$ cat src/hw/rtl/tcw_pkg.sv
// shared types and constants of the text console writer
// no dependencies
package tcw_pkg;

  localparam int KIND_W  = 2;
  localparam int CHAR_W  = 8;
  localparam int COLOR_W = 8;
  localparam int CROW_W  = 5;
  localparam int CCOL_W  = 7;
  localparam int LIN_W   = 11;
  localparam int DATA_W  = 16;

  localparam logic [KIND_W-1:0] KIND_PRINT = 2'd0;
  localparam logic [KIND_W-1:0] KIND_WRITE = 2'd1;
  localparam logic [KIND_W-1:0] KIND_READ  = 2'd2;

  localparam logic [CHAR_W-1:0] CH_NULL      = 8'h00;
  localparam logic [CHAR_W-1:0] CH_BACKSPACE = 8'h08;
  localparam logic [CHAR_W-1:0] CH_TAB       = 8'h09;
  localparam logic [CHAR_W-1:0] CH_NEWLINE   = 8'h0a;
  localparam logic [CHAR_W-1:0] CH_SPACE     = 8'h20;

  localparam logic [DATA_W-1:0] RESET_CELL = 16'h0720;
  localparam logic [DATA_W-1:0] CLEAR_CELL = 16'h0000;

  localparam int APB_ADDR_W = 3;
  localparam int APB_DATA_W = 32;
  localparam int REG_IDX_W  = 1;
  localparam logic [REG_IDX_W-1:0] REG_TEXT_COLOR = 1'b0;
  localparam logic [COLOR_W-1:0] TEXT_COLOR_RESET = 8'd7;

  localparam int QUEUE_DEPTH = 2;
  localparam int QPTR_W      = $clog2(QUEUE_DEPTH);

  typedef enum logic [2:0] {
    OP_NOP,
    OP_CHAR,
    OP_TAB,
    OP_NEWLINE,
    OP_BACKSPACE,
    OP_WRITE,
    OP_READ
  } op_e;

  typedef enum logic [1:0] {
    ST_INIT,
    ST_RUN,
    ST_READ,
    ST_CLEAR
  } state_e;

  typedef struct packed {
    op_e               op;
    logic [CHAR_W-1:0]  char_code;
    logic [COLOR_W-1:0] cell_color;
    logic [CROW_W-1:0]  cell_row;
    logic [CCOL_W-1:0]  cell_col;
  } item_t;

  typedef struct packed {
    logic init_done;
    logic busy;
  } back_stat_t;

endpackage

$ cat src/hw/rtl/tcw_queue.sv
// short fifo of classified operations between front and back end
// depends on tcw_pkg
module tcw_queue (
  input  logic           clk_i,
  input  logic           rst_ni,
  input  logic           push_i,
  input  tcw_pkg::item_t item_i,
  output logic           full_o,
  input  logic           pop_i,
  output logic           valid_o,
  output tcw_pkg::item_t item_o
);

  tcw_pkg::item_t                entry_q [tcw_pkg::QUEUE_DEPTH];
  logic [tcw_pkg::QPTR_W-1:0]    wr_ptr_q, wr_ptr_d;
  logic [tcw_pkg::QPTR_W-1:0]    rd_ptr_q, rd_ptr_d;
  logic [tcw_pkg::QPTR_W:0]      count_q, count_d;
  logic                          do_push, do_pop;

  assign full_o  = (count_q == (tcw_pkg::QPTR_W+1)'(tcw_pkg::QUEUE_DEPTH));
  assign valid_o = (count_q != '0);
  assign item_o  = entry_q[rd_ptr_q];
  assign do_push = push_i && !full_o;
  assign do_pop  = pop_i && valid_o;

  always_comb begin
    wr_ptr_d = wr_ptr_q;
    rd_ptr_d = rd_ptr_q;
    count_d  = count_q;
    if (do_push) begin
      wr_ptr_d = (wr_ptr_q == tcw_pkg::QPTR_W'(tcw_pkg::QUEUE_DEPTH-1)) ? '0 : wr_ptr_q + 1'b1;
    end
    if (do_pop) begin
      rd_ptr_d = (rd_ptr_q == tcw_pkg::QPTR_W'(tcw_pkg::QUEUE_DEPTH-1)) ? '0 : rd_ptr_q + 1'b1;
    end
    if (do_push && !do_pop) begin
      count_d = count_q + 1'b1;
    end else if (do_pop && !do_push) begin
      count_d = count_q - 1'b1;
    end
  end

  always_ff @(posedge clk_i or negedge rst_ni) begin
    if (!rst_ni) begin
      wr_ptr_q <= '0;
      rd_ptr_q <= '0;
      count_q  <= '0;
    end else begin
      wr_ptr_q <= wr_ptr_d;
      rd_ptr_q <= rd_ptr_d;
      count_q  <= count_d;
    end
  end

  always_ff @(posedge clk_i) begin
    if (do_push) begin
      entry_q[wr_ptr_q] <= item_i;
    end
  end

endmodule

$ cat config.mk
export PLATFORM = sky130hd
export DESIGN_NAME = tcw_queue
export DESIGN_NICKNAME = d
export VERILOG_FILES = /design/src/hw/rtl/tcw_pkg.sv /design/src/hw/rtl/tcw_queue.sv
export SDC_FILE = /design/constraint.sdc
export NUM_CORES = 1
export LEC_CHECK = 0
export ABC_AREA = 0
export BUFFER_PORTS_ARGS = -buffer_cell sky130_fd_sc_hd__buf_2
export CORE_MARGIN = 2
export CORE_UTILIZATION = 40
export CTS_CLUSTER_SIZE = 10
export DETAILED_ROUTE_END_ITERATION = 8
export HOLD_SLACK_MARGIN = 0.08
export PLACE_DENSITY_LB_ADDON = 0.3
export SLEW_MARGIN = 20
export SYNTH_ARGS = -nofsm -noshare
export SYNTH_HDL_FRONTEND = slang
export SYNTH_SLANG_ARGS = --single-unit
$ cat constraint.sdc
create_clock -name clk_i -period 2.18 [get_ports clk_i]
set_input_delay 0.218 -clock clk_i [delete_from_list [all_inputs] [get_ports clk_i]]
set_output_delay 0.218 -clock clk_i [all_outputs]
set_load 0.005 [all_outputs]
==> flow_summary_export.csv <==
group,metric,value,unit
logic_synthesis,synth_area_leaders,"edfxtp_1, mux2_4, dfrtp_1, buf_12, xnor2_1",
worst_setup_path,cp-start-kind,"register",
final_layout,antennaDiodeCount,0,
detailed_routing,via_count,1371,
timing,hold_violations,0,
cts,cts_root_buffer,"clkbuf_8",
cts,cts_sinks,66,
floorplanning,die_h,84.5,µm
power,internal_power,0.00330,W
final_layout,syn_to_final_growth,38.0,%
logic_synthesis,synth_warnings,0,
worst_setup_path,critPathRequiredTime,1960,ps
worst_setup_path,cp-end-kind,"output pin",
floorplanning,core,6310,µm²
placed_design,portBuffers,67,
detailed_routing,vias_per_cell,4.45,
logic_synthesis,syn_area_per_cell,22.3,µm²
cts,clockBufferDepth,2,
power,p_sw_share,26.1,%
cts,htreeDepth,3,
power,comb_power_share,30.8,%
power,seqPwrFrac,42.0,%
worst_setup_path,cp_cell_sequence,"buf_12 -> mux2_2 -> buf_2",
power,p_clk_share,27.2,%
final_layout,finalNonFillerCells,308,
global_route,grt_max_degree,26,
cts,cts_made_buffers,9,
cts,cts-resized-gates,0,
cts,cts_tree,"done",
detailed_routing,drc,0,
detailed_routing,drt-initial-drc-count,72,
timing,slew_headroom,73.9,%
detailed_routing,ant_nets,0,
floorplanning,initial_core_util,41.0,%
timing,tns,0,ps
min_path,worstHoldPathType,"input pin to register",
floorplanning,row_count,29,
power,p_switching,0.00116,W
cts,clkLatencyLatePin,330,ps
placed_design,placed_cells,260,
status,status,"finished clean",
logic_synthesis,yosysMostFrequentCell,"edfxtp_1",
detailed_routing,wl_per_cell,14.2,µm
worst_setup_path,crit_type,"register to output pin",
global_route,antenna_found_initial,0,
timing,finalMaxSlewViolations,0,
logic_synthesis,synth_top_area_cell,"edfxtp_1",
worst_setup_path,cp.arrival,1620,ps
logic_synthesis,synthArstFlopShare,6.06,%
worst_setup_path,r2r-start,"count_q[0]",
placed_design,hpwl,2970,µm
floorplanning,die_w,84.5,µm
placed_design,placed_area,3020,µm²
global_route,grt_pass1_wl,7160,µm
cts,path_clk_slew,70,ps
detailed_routing,dr.pass1.iters,3,
detailed_routing,wirelength,4370,µm
floorplanning,ioPinCount,68,
logic_synthesis,synth_area,2590,µm²
global_route,grt.total_usage,13.3,%
logic_synthesis,ys_seq_area_share,75.7,%
power,p_leak,1.47,nW
floorplanning,die-area,7140,µm²
timing,finalCriticalPeriod,1830,ps
power,ir_worst_vdd,0.000770,V
worst_setup_path,cpPeakStageDelay,520,ps
final_layout,final_nets,262,
final_layout,fill_cells,518,
timing,rsz0062_at_grt,"no",
logic_synthesis,synth_seq_cells,66,
timing,post-route-period-util,84.1,%
job,cap_violations,0,
power,p_per_area,1250,nW/µm²
min_path,worstHoldStart,"pop_i",
global_route,grt_overflow_total,0,
timing,clock_skew,7.92,ps
timing,clock.fmax,545,MHz
logic_synthesis,synth-main-ff-cell,"edfxtp_1",
worst_setup_path,worstPathMaxFanout,25,
logic_synthesis,synth_top_area_share,71.8,%
worst_setup_path,slowest_stage,"dfrtp_2",
timing,finalSetupViolCount,0,
placed_design,gp_congestion,0.745,
final_layout,final_area,3580,µm²
final_layout,fin_util,56.6,%
logic_synthesis,synth_edf_count,62,
logic_synthesis,yosys.cell_types.count,16,
logic_synthesis,syn_nets,152,
worst_setup_path,crit_start,"rd_ptr_q",
final_layout,drive_gt1_share,52.4,%
logic_synthesis,synth_cells,116,
timing,tightestPinTransition,391,ps
logic_synthesis,synth_commonest_cells,"edfxtp_1, mux2_4, dfrtp_1",
global_route,grt_pass1_vias,1496,
cells by family after synthesis:
kind of cell,after synthesis,synth area share [%]
xor+xnor,5,1.69
fa+ha+maj,1,0.483
buf+inv,6,3.04
flops,66,75.7
simple gates,7,1.40
mux,31,17.7
layer usage:
layer	GRT usage (%)	share of wire (%)	vias up	wire (µm)
li1	-	-	661	-
met5	0	0	-	0
met4	5.63	1.4	0	62
met2	22.3	51	46	2240
met1	15.1	42	657	1820
met3	5.41	5.7	7	250
timing repair:
item / in CTS / in global routing
hold buffers: 32 / 0
endpoints found under the hold margin: 66 / 0
buffers inserted: 0 / 0
sequential cells by signal, summed over array words and instances (netlist names):
| signal | cells |
|---|---|
| entry_q | 62 |
| count_q | 2 |
| rd_ptr_q | 1 |
| wr_ptr_q | 1 |
through the flow:
stage               total power (W)  worst slack, ps  hold WS, ps
finish                      0.00446              346          142
global route                0.00471              263          135
CTS                         0.00454              309          123
detailed placement          0.00326              569         32.0
global placement            0.00320              669         27.5
floorplan                   0.00285              333        -77.6
cell usage in the layout (no fill, tap or decap):
cell type	n
dfrtp_2	1
nand2_2	1
and3_1	1
nor2_1	1
mux2_4	29
edfxtp_1	62
nor2_4	1
buf_2	67
inv_1	2
xor2_1	2
dlygate4sd3_1	32
clkbuf_8	9
or2_1	1
dfrtp_1	3
buf_4	2
clkinv_2	2
clkinvlp_4	1
nand2b_1	1
bufinv_16	3
inv_6	1
nand2_1	1
buf_12	2
xnor2_1	3
ha_1	1
mux2_2	2
critical path: cells and delay by family, from the launching register on:
| kind | cells | cell delay, ps |
|---|---|---|
| DFF | 1 | 520 |
| buffers and inverters | 2 | 390 |
| muxes | 1 | 360 |
layout make-up:
cell class / count / area, µm² / area share (%)
flip-flops and latches: 66 / 1960 / 54.9
repair buffers: 103 / 711 / 19.9
multi-input cells: 44 / 558 / 15.6
clock buffers: 9 / 124 / 3.46
clock inverters: 7 / 116 / 3.25
well taps: 77 / 96.3 / 2.69
inverters: 2 / 7.51 / 0.210
path summary, 6_finish.rpt:
kind,endpoint,slack [ps],cells after the start
min in group asynchronous,count_q[1],210,2
max in group asynchronous,rd_ptr_q,1840,2
worst max-delay path,item_o[14],350,3
worst max register to register,entry_q[0][26],580,4
worst min register to register,count_q[1],530,1
worst min-delay path,rd_ptr_q,140,3
power by group through the flow:
stage | Clock (W) | Sequential, W | Combinational, W
3_3_place_gp | 0 | 0.00188 | 0.00132
5_1_grt | 0.00131 | 0.00191 | 0.00149
2_1_floorplan | 0 | 0.00184 | 0.00101
6_report | 0.00121 | 0.00187 | 0.00137
3_5_place_dp | 0 | 0.00191 | 0.00136
4_1_cts | 0.00125 | 0.00188 | 0.00141
(Power assumes the default switching activity.)
