## config.mk

```make
export PLATFORM = sky130hd
export DESIGN_NAME = tcw_front_flat
export DESIGN_NICKNAME = d
export VERILOG_FILES = /design/src/hw/rtl/tcw_pkg.sv /design/src/hw/rtl/tcw_if.sv /design/src/hw/rtl/tcw_front.sv /design/src/flat_wrapper.sv
export SDC_FILE = /design/constraint.sdc
export NUM_CORES = 1
export LEC_CHECK = 0
export BUFFER_PORTS_ARGS = -buffer_cell sky130_fd_sc_hd__buf_2
export CAP_MARGIN = 5
export CORE_AREA = 3 3 40 42
export DETAILED_ROUTE_END_ITERATION = 8
export DIE_AREA = 0 0 43 45
export GPL_TIMING_DRIVEN = 0
export PLACE_DENSITY = 0.83
export SYNTH_ARGS = -nofsm -noshare
export SYNTH_HDL_FRONTEND = slang
export SYNTH_SLANG_ARGS = --single-unit
```

## constraint.sdc

```tcl
create_clock -name vclk -period 1.7
set_clock_uncertainty 0.05 [all_clocks]
set_input_delay 0.34 -clock vclk [all_inputs]
set_output_delay 0.34 -clock vclk [all_outputs]
set_load 0.05 [all_outputs]
```

## src/hw/rtl/tcw_pkg.sv

```systemverilog
// shared types and constants of the text console writer
// no dependencies
package tcw_pkg;

  localparam int KIND_W  = 2;
  localparam int CHAR_W  = 8;
  localparam int COLOR_W = 8;
  localparam int CROW_W  = 5;
  localparam int CCOL_W  = 7;
  localparam int LIN_W   = 11;
  localparam int DATA_W  = 16;

  localparam logic [KIND_W-1:0] KIND_PRINT = 2'd0;
  localparam logic [KIND_W-1:0] KIND_WRITE = 2'd1;
  localparam logic [KIND_W-1:0] KIND_READ  = 2'd2;

  localparam logic [CHAR_W-1:0] CH_NULL      = 8'h00;
  localparam logic [CHAR_W-1:0] CH_BACKSPACE = 8'h08;
  localparam logic [CHAR_W-1:0] CH_TAB       = 8'h09;
  localparam logic [CHAR_W-1:0] CH_NEWLINE   = 8'h0a;
  localparam logic [CHAR_W-1:0] CH_SPACE     = 8'h20;

  localparam logic [DATA_W-1:0] RESET_CELL = 16'h0720;
  localparam logic [DATA_W-1:0] CLEAR_CELL = 16'h0000;

  localparam int APB_ADDR_W = 3;
  localparam int APB_DATA_W = 32;
  localparam int REG_IDX_W  = 1;
  localparam logic [REG_IDX_W-1:0] REG_TEXT_COLOR = 1'b0;
  localparam logic [COLOR_W-1:0] TEXT_COLOR_RESET = 8'd7;

  localparam int QUEUE_DEPTH = 2;
  localparam int QPTR_W      = $clog2(QUEUE_DEPTH);

  typedef enum logic [2:0] {
    OP_NOP,
    OP_CHAR,
    OP_TAB,
    OP_NEWLINE,
    OP_BACKSPACE,
    OP_WRITE,
    OP_READ
  } op_e;

  typedef enum logic [1:0] {
    ST_INIT,
    ST_RUN,
    ST_READ,
    ST_CLEAR
  } state_e;

  typedef struct packed {
    op_e               op;
    logic [CHAR_W-1:0]  char_code;
    logic [COLOR_W-1:0] cell_color;
    logic [CROW_W-1:0]  cell_row;
    logic [CCOL_W-1:0]  cell_col;
  } item_t;

  typedef struct packed {
    logic init_done;
    logic busy;
  } back_stat_t;

endpackage

```

## src/hw/rtl/tcw_if.sv

```systemverilog
// input and result channel interfaces of the text console writer
// depends on tcw_pkg
interface tcw_in_if;
  logic                         valid;
  logic                         ready;
  logic [tcw_pkg::KIND_W-1:0]   kind;
  logic [tcw_pkg::CHAR_W-1:0]   char_code;
  logic [tcw_pkg::COLOR_W-1:0]  cell_color;
  logic [tcw_pkg::CROW_W-1:0]   cell_row;
  logic [tcw_pkg::CCOL_W-1:0]   cell_col;

  modport source (output valid, kind, char_code, cell_color, cell_row, cell_col,
                  input ready);
  modport sink (input valid, kind, char_code, cell_color, cell_row, cell_col,
                output ready);
endinterface


```

## src/hw/rtl/tcw_front.sv

```systemverilog
// front end: takes input transfers and classifies them into operations
// depends on tcw_pkg and tcw_if
module tcw_front #(
  parameter int ROWS = 25,
  parameter int COLS = 80
) (
  tcw_in_if.sink              in_ch,
  input  tcw_pkg::back_stat_t stat_i,
  input  logic                full_i,
  output logic                push_o,
  output tcw_pkg::item_t      item_o
);

  logic in_range;

  assign in_range = (int'(in_ch.cell_row) < ROWS) && (int'(in_ch.cell_col) < COLS);

  assign in_ch.ready = !full_i && stat_i.init_done;
  assign push_o      = in_ch.valid && in_ch.ready;

  always_comb begin
    item_o.char_code  = in_ch.char_code;
    item_o.cell_color = in_ch.cell_color;
    item_o.cell_row   = in_ch.cell_row;
    item_o.cell_col   = in_ch.cell_col;
    item_o.op         = tcw_pkg::OP_NOP;
    unique case (in_ch.kind)
      tcw_pkg::KIND_PRINT: begin
        unique case (in_ch.char_code)
          tcw_pkg::CH_NULL:      item_o.op = tcw_pkg::OP_NOP;
          tcw_pkg::CH_TAB:       item_o.op = tcw_pkg::OP_TAB;
          tcw_pkg::CH_NEWLINE:   item_o.op = tcw_pkg::OP_NEWLINE;
          tcw_pkg::CH_BACKSPACE: item_o.op = tcw_pkg::OP_BACKSPACE;
          default:               item_o.op = tcw_pkg::OP_CHAR;
        endcase
      end
      // out of range cells: write ignored, read returns zero
      tcw_pkg::KIND_WRITE: item_o.op = in_range ? tcw_pkg::OP_WRITE : tcw_pkg::OP_NOP;
      tcw_pkg::KIND_READ:  item_o.op = in_range ? tcw_pkg::OP_READ : tcw_pkg::OP_NOP;
      default:             item_o.op = tcw_pkg::OP_NOP;
    endcase
  end

endmodule

```

## src/flat_wrapper.sv

```systemverilog
// flat-port wrapper written by rule: the top's interface ports become plain ports
module tcw_front_flat 
#(
  parameter int ROWS = 25,
  parameter int COLS = 80
)
  (stat_i, full_i, push_o, item_o, in_ch_valid, in_ch_kind, in_ch_char_code, in_ch_cell_color, in_ch_cell_row, in_ch_cell_col, in_ch_ready);
  tcw_in_if in_ch_i ();
  input  tcw_pkg::back_stat_t stat_i;
  input  logic full_i;
  output logic push_o;
  output tcw_pkg::item_t item_o;
  input wire logic [$bits(in_ch_i.valid)-1:0] in_ch_valid;
  input wire logic [$bits(in_ch_i.kind)-1:0] in_ch_kind;
  input wire logic [$bits(in_ch_i.char_code)-1:0] in_ch_char_code;
  input wire logic [$bits(in_ch_i.cell_color)-1:0] in_ch_cell_color;
  input wire logic [$bits(in_ch_i.cell_row)-1:0] in_ch_cell_row;
  input wire logic [$bits(in_ch_i.cell_col)-1:0] in_ch_cell_col;
  output wire logic [$bits(in_ch_i.ready)-1:0] in_ch_ready;
  assign in_ch_i.valid = in_ch_valid;
  assign in_ch_i.kind = in_ch_kind;
  assign in_ch_i.char_code = in_ch_char_code;
  assign in_ch_i.cell_color = in_ch_cell_color;
  assign in_ch_i.cell_row = in_ch_cell_row;
  assign in_ch_i.cell_col = in_ch_cell_col;
  assign in_ch_ready = in_ch_i.ready;
  tcw_front #(.ROWS(ROWS), .COLS(COLS)) u_core (.in_ch(in_ch_i), .stat_i(stat_i), .full_i(full_i), .push_o(push_o), .item_o(item_o));
endmodule
```

==> results.py, run 1 <==
metrics = {
    "cells_and_area": {
        "layout_common_cells": "buf_2 (49), buf_4 (30), nand4b_1 (2), buf_6 (2)",
        "drive_gt1_share_pct": 89.0,
        "seq_area_um2": 0,
        "final_common_cell": "buf_2",
        "seq_cell_count": 0,
        "fill_cells": 128,
        "fin_nets": 136,
        "clkbuf_count": 0,
        "diodes": 0,
        "area_growth_pct": 98.9,
    },
    "route": {
        "drc": 0,
        "num_vias": 483,
        "firstDrtPassIters": 4,
        "finalWirelength_um": 1160,
        "antenna_left": 0,
        "drt_iter0_drc": 2,
        "via_per_inst": 4.20,
        "wl_per_cell_um": 10.1,
    },
    "timing": {
        "finalMaxSlewViolations": 0,
        "min_period_over_period_pct": 101,
        "timing.final.crit_period_ns": 1.71,
        "worst_slack_ns": -0.0105,
        "max_freq_mhz": 585,
        "finalSetupViolCount": 1,
        "hold_viol": 0,
        "slew_headroom_pct": 83.2,
        "rsz0062_at_grt": "true",
        "tightest_slew_ns": 0.250,
        "setup_tns_ns": -0.0105,
    },
    "setup_path": {
        "path_max_fanout": 3,
        "cp_slowest_cell": "nor4_4",
        "arrival_ns": 1.32,
        "cp_data_required_time_ns": 1.31,
        "path_cells": "buf_8 > nor4_4 > nand4b_1 > o221ai_2 > buf_6",
        "cp-start-kind": "input port",
        "critPathBufInv": 2,
        "endpoint_kind": "primary output",
        "critPathMaxStageDelay_ns": 0.30,
        "critical_path.top_delay_family": "simple AND/OR/NAND/NOR gates",
        "criticalPathCategory": "input port to primary output",
    },
    "global_route": {
        "grtUsageTotal_pct": 11.3,
        "grt_max_degree": 6,
        "overflow": 0,
        "grt_pass1_wl_um": 1760,
        "antenna_found_initial": 0,
        "grt_pass1_vias": 492,
    },
    "cts": {
        "post_cts_buffers": 0,
        "hold_buffers": 0,
    },
    "placed_design": {
        "hpwlAfterDp_um": 1100,
        "io_buffers": 54,
        "pre_cts_ws_ns": -0.181,
        "gp_congestion": 0.812,
    },
    "power_and_ir_drop": {
        "leakagePower_nw": 0.403,
        "powerDensity_nw_per_um2": 444,
        "power_mw": 0.310,
        "worst_ir_drop_vdd_mv": 0.195,
    },
    "floorplan": {
        "die_x_um": 43,
        "rows": 13,
        "top_level_ports": 67,
        "core_um2": 1280,
        "die_area_um2": 1940,
        "die_h_um": 45,
        "initial_utilization_pct": 27.3,
    },
    "logic_synthesis": {
        "synth.most_common_cell": "buf_4",
        "synth_nets": 80,
        "ys_seq_area_share_pct": 0,
        "synth_area_leader_cell": "buf_4",
        "yosysUniqueCellTypes": 17,
        "syn_area_um2": 350,
        "yosysWarnings": 0,
        "syn_avg_cell_area_um2": 7.62,
        "syn_inst": 46,
        "synth_common_cells": "buf_4 (28), nand4b_1 (2), o21ai_1 (2)",
        "synth_top_area_share_pct": 60.0,
        "synthTopCellsByArea": "buf_4 (60%), nor4_4 (6.1%), nand4b_1 (5.0%)",
    },
    "flow_run": {
        "cap_violations": 0,
    },
    "worst_hold_path": {
        "min_path_type": "input port to primary output",
    },
    "run_status": {
        "status": "complete, but fails checks",
        "violations": "setup timing",
    },
}
[per-layer routing]
metal | track usage, % | up-vias | part of all wire (%)
met5 | 0 | - | 0
met4 | 4.22 | 0 | 3.8
met3 | 1.20 | 4 | 15
met2 | 25.7 | 43 | 56
met1 | 9.52 | 197 | 24
li1 | - | 239 | -
[through the flow]
step                instances  hold slack [ns]  utilization, %  instance area, um^2
finish                    115            0.932            54.2                  697
CTS                       115            0.933            53.7                  691
floorplan                  46            0.728               -                  360
global route              115            0.936            54.2                  697
detailed placement        115            0.933            50.5                  649
global placement          115            0.932            50.5                  649
[report_power, final]
part	switching, mW	total, mW	internal, mW	leakage [nW]
Clock	0	0	0	0
Sequential	0	0	0	0
Combinational	0.204	0.310	0.106	0.403
Total	0.204	0.310	0.106	0.403
[repair_timing]
item	4_1_cts	5_1_grt
pin swaps	4	2
endpoints found under the setup margin	3	1
resized for setup	10	2
[final timing paths]
check / start / end / slack [ns] / cells past startpoint
worst max-delay path: in_ch_char_code[4] / item_o[30] / -0.01 / 5
worst min-delay path: in_ch_cell_color[1] / item_o[13] / 0.93 / 2
[logic make-up (layout without fill, tap and decap cells)]
family	count (synthesis)	count (layout)	synth area share, %
AND/OR/NAND/NOR	11	11	23.9
AO/OA/AOI/OAI	6	6	13.6
XOR/XNOR	1	1	2.50
buffers and inverters	28	82	60.0
[layout make-up]
| cell class | instances | area [um^2] | area share, % |
|---|---|---|---|
| plain buffers | 28 | 210 | 30.2 |
| well taps | 15 | 18.8 | 2.69 |
| multi-input cells | 18 | 170 | 24.4 |
| repair buffers | 54 | 298 | 42.7 |
No activity file was read; power rests on OpenSTA's default activity.
==> run 2: changes to the inputs <==
- ABC_AREA: default -> 1
- BUFFER_PORTS_ARGS: -buffer_cell sky130_fd_sc_hd__buf_2 -> -buffer_cell sky130_fd_sc_hd__clkbuf_2
- PLACE_DENSITY: 0.83 -> 0.85
==> run 2 against run 1 <==
The flow now finishes without violations. Flip-flop and latch count is the same. Via count increased by 13%. Non-clock buffer count did not move. Synthesized area increased by 6.4%. Sequential share of layout area unchanged. Maximum frequency is 9.0% higher. Die area unchanged. Worst hold slack better by 0.025 ns. Critical endpoint unchanged.
==> results.py, run 2 <==
metrics = {
    "logic_synthesis": {
        "syn_avg_cell_area_um2": 5.92,
        "synth_area_leader_cell": "buf_4",
        "syn_inst": 63,
        "yosysUniqueCellTypes": 12,
        "synth.most_common_cell": "buf_4",
        "ys_seq_area_share_pct": 0,
        "synth_common_cells": "buf_4 (28), inv_1 (11), nand2_1 (7)",
        "synth_nets": 97,
        "synth_top_area_share_pct": 56.4,
        "yosysWarnings": 0,
        "syn_area_um2": 373,
        "synthTopCellsByArea": "buf_4 (56%), inv_1 (11%), nand2_1 (7.0%)",
    },
    "cells_and_area": {
        "layout_common_cells": "clkbuf_2 (54), buf_4 (28), inv_1 (11)",
        "seq_cell_count": 0,
        "fill_cells": 135,
        "drive_gt1_share_pct": 72.6,
        "fin_nets": 153,
        "clkbuf_count": 0,
        "multi_input_area_um2": 126,
        "diodes": 0,
        "seq_area_um2": 0,
        "area_growth_pct": 78.9,
        "final_common_cell": "clkbuf_2",
    },
    "floorplan": {
        "initial_utilization_pct": 29.0,
        "die_x_um": 43,
        "top_level_ports": 67,
        "rows": 13,
        "die_h_um": 45,
        "die_area_um2": 1940,
        "core_um2": 1280,
    },
    "setup_path": {
        "critical_path.top_delay_family": "buffers and inverters",
        "arrival_ns": 1.18,
        "cp.depth": 6,
        "cp-start-kind": "input port",
        "criticalPathCategory": "input port to primary output",
        "cp_slowest_cell": "clkbuf_2",
        "path_cells": "clkbuf_2 > o21a_1 > nor2_2 > nand3_1 > nand3_1 > clkbuf_2",
        "critPathBufInv": 2,
        "critPathMaxStageDelay_ns": 0.28,
        "endpoint_kind": "primary output",
        "path_max_fanout": 2,
        "cp_data_required_time_ns": 1.31,
    },
    "run_status": {
        "status": "finished clean",
    },
    "timing": {
        "finalMaxSlewViolations": 0,
        "setup_tns_ns": 0,
        "hold_viol": 0,
        "tightest_slew_ns": 0.283,
        "rsz0062_at_grt": "false",
        "slew_headroom_pct": 81.2,
        "finalSetupViolCount": 0,
        "timing.final.crit_period_ns": 1.57,
        "max_freq_mhz": 637,
        "min_period_over_period_pct": 92.3,
        "holdWs_ns": 0.957,
    },
    "route": {
        "drc": 0,
        "firstDrtPassIters": 2,
        "wl_per_cell_um": 7.91,
        "drt_iter0_drc": 2,
        "num_vias": 545,
        "antenna_left": 0,
        "via_per_inst": 4.13,
        "finalWirelength_um": 1040,
    },
    "global_route": {
        "grtUsageTotal_pct": 9.78,
        "grt_max_degree": 5,
        "overflow": 0,
        "antenna_found_initial": 0,
        "grt_pass1_wl_um": 1610,
        "grt_pass1_vias": 457,
    },
    "power_and_ir_drop": {
        "leakagePower_nw": 0.474,
        "worst_ir_drop_vdd_mv": 0.161,
        "powerDensity_nw_per_um2": 442,
    },
    "cts": {
        "post_cts_buffers": 0,
        "ctsResizeCount": 0,
        "hold_buffers": 0,
    },
    "placed_design": {
        "hpwlAfterDp_um": 1030,
        "gp_congestion": 0.653,
        "io_buffers": 54,
    },
    "flow_run": {
        "cap_violations": 0,
    },
    "worst_hold_path": {
        "hold_depth": 2,
        "min_path_type": "input port to primary output",
    },
}
## run 2: changes by cell type in the layout (fill, tap and decap cells not counted), sizes merged, moves of 6 or more
cell,before,now
buf,82,28
clkbuf,0,54
inv,0,11
nor2,1,8
nand2,1,7
## run 2: worst paths after layout
path | from | endpoint
setup / recovery | in_ch_cell_col[5] | item_o[30]
hold / removal | in_ch_cell_col[3] | item_o[3]
## run 2: final cells by class
type,count,share of cell area [%]
plain buffers,28,31.5
inverters,11,6.19
multi-input cells,24,18.9
well taps,15,2.81
repair buffers,54,40.5
## run 2: kinds of logic after synthesis
family	count (synthesis)	synth area share, %
compound gates	3	5.70
simple gates	20	24.5
buf+inv	39	67.4
xor+xnor	1	2.35
## run 2: routing by layer
layer	vias to the layer above	wire [um]	GRT usage [%]
li1	276	-	-
met1	216	340	10.5
met2	53	449	20.1
met3	0	254	2.79
met4	0	0	0
met5	-	0	0
## run 2: report_power, final
part	switching, mW	total (mW)	leakage, nW	internal, mW
Clock	0	0	0	0
Combinational	0.201	0.295	0.474	0.0938
Sequential	0	0	0	0
Total	0.201	0.295	0.474	0.0938
## run 2: per-stage QoR
stage                     setup slack (ns)  total power [mW]  util [%]  cells  instance area, um^2
after floorplan                      0.224             0.227         -     63                  378
after global placement               0.143             0.293      51.9    132                  667
after detailed placement             0.121             0.297      51.9    132                  667
after CTS                            0.122             0.297      51.9    132                  667
after global routing                0.0231             0.311      51.9    132                  667
final                                0.131             0.295      51.9    132                  667
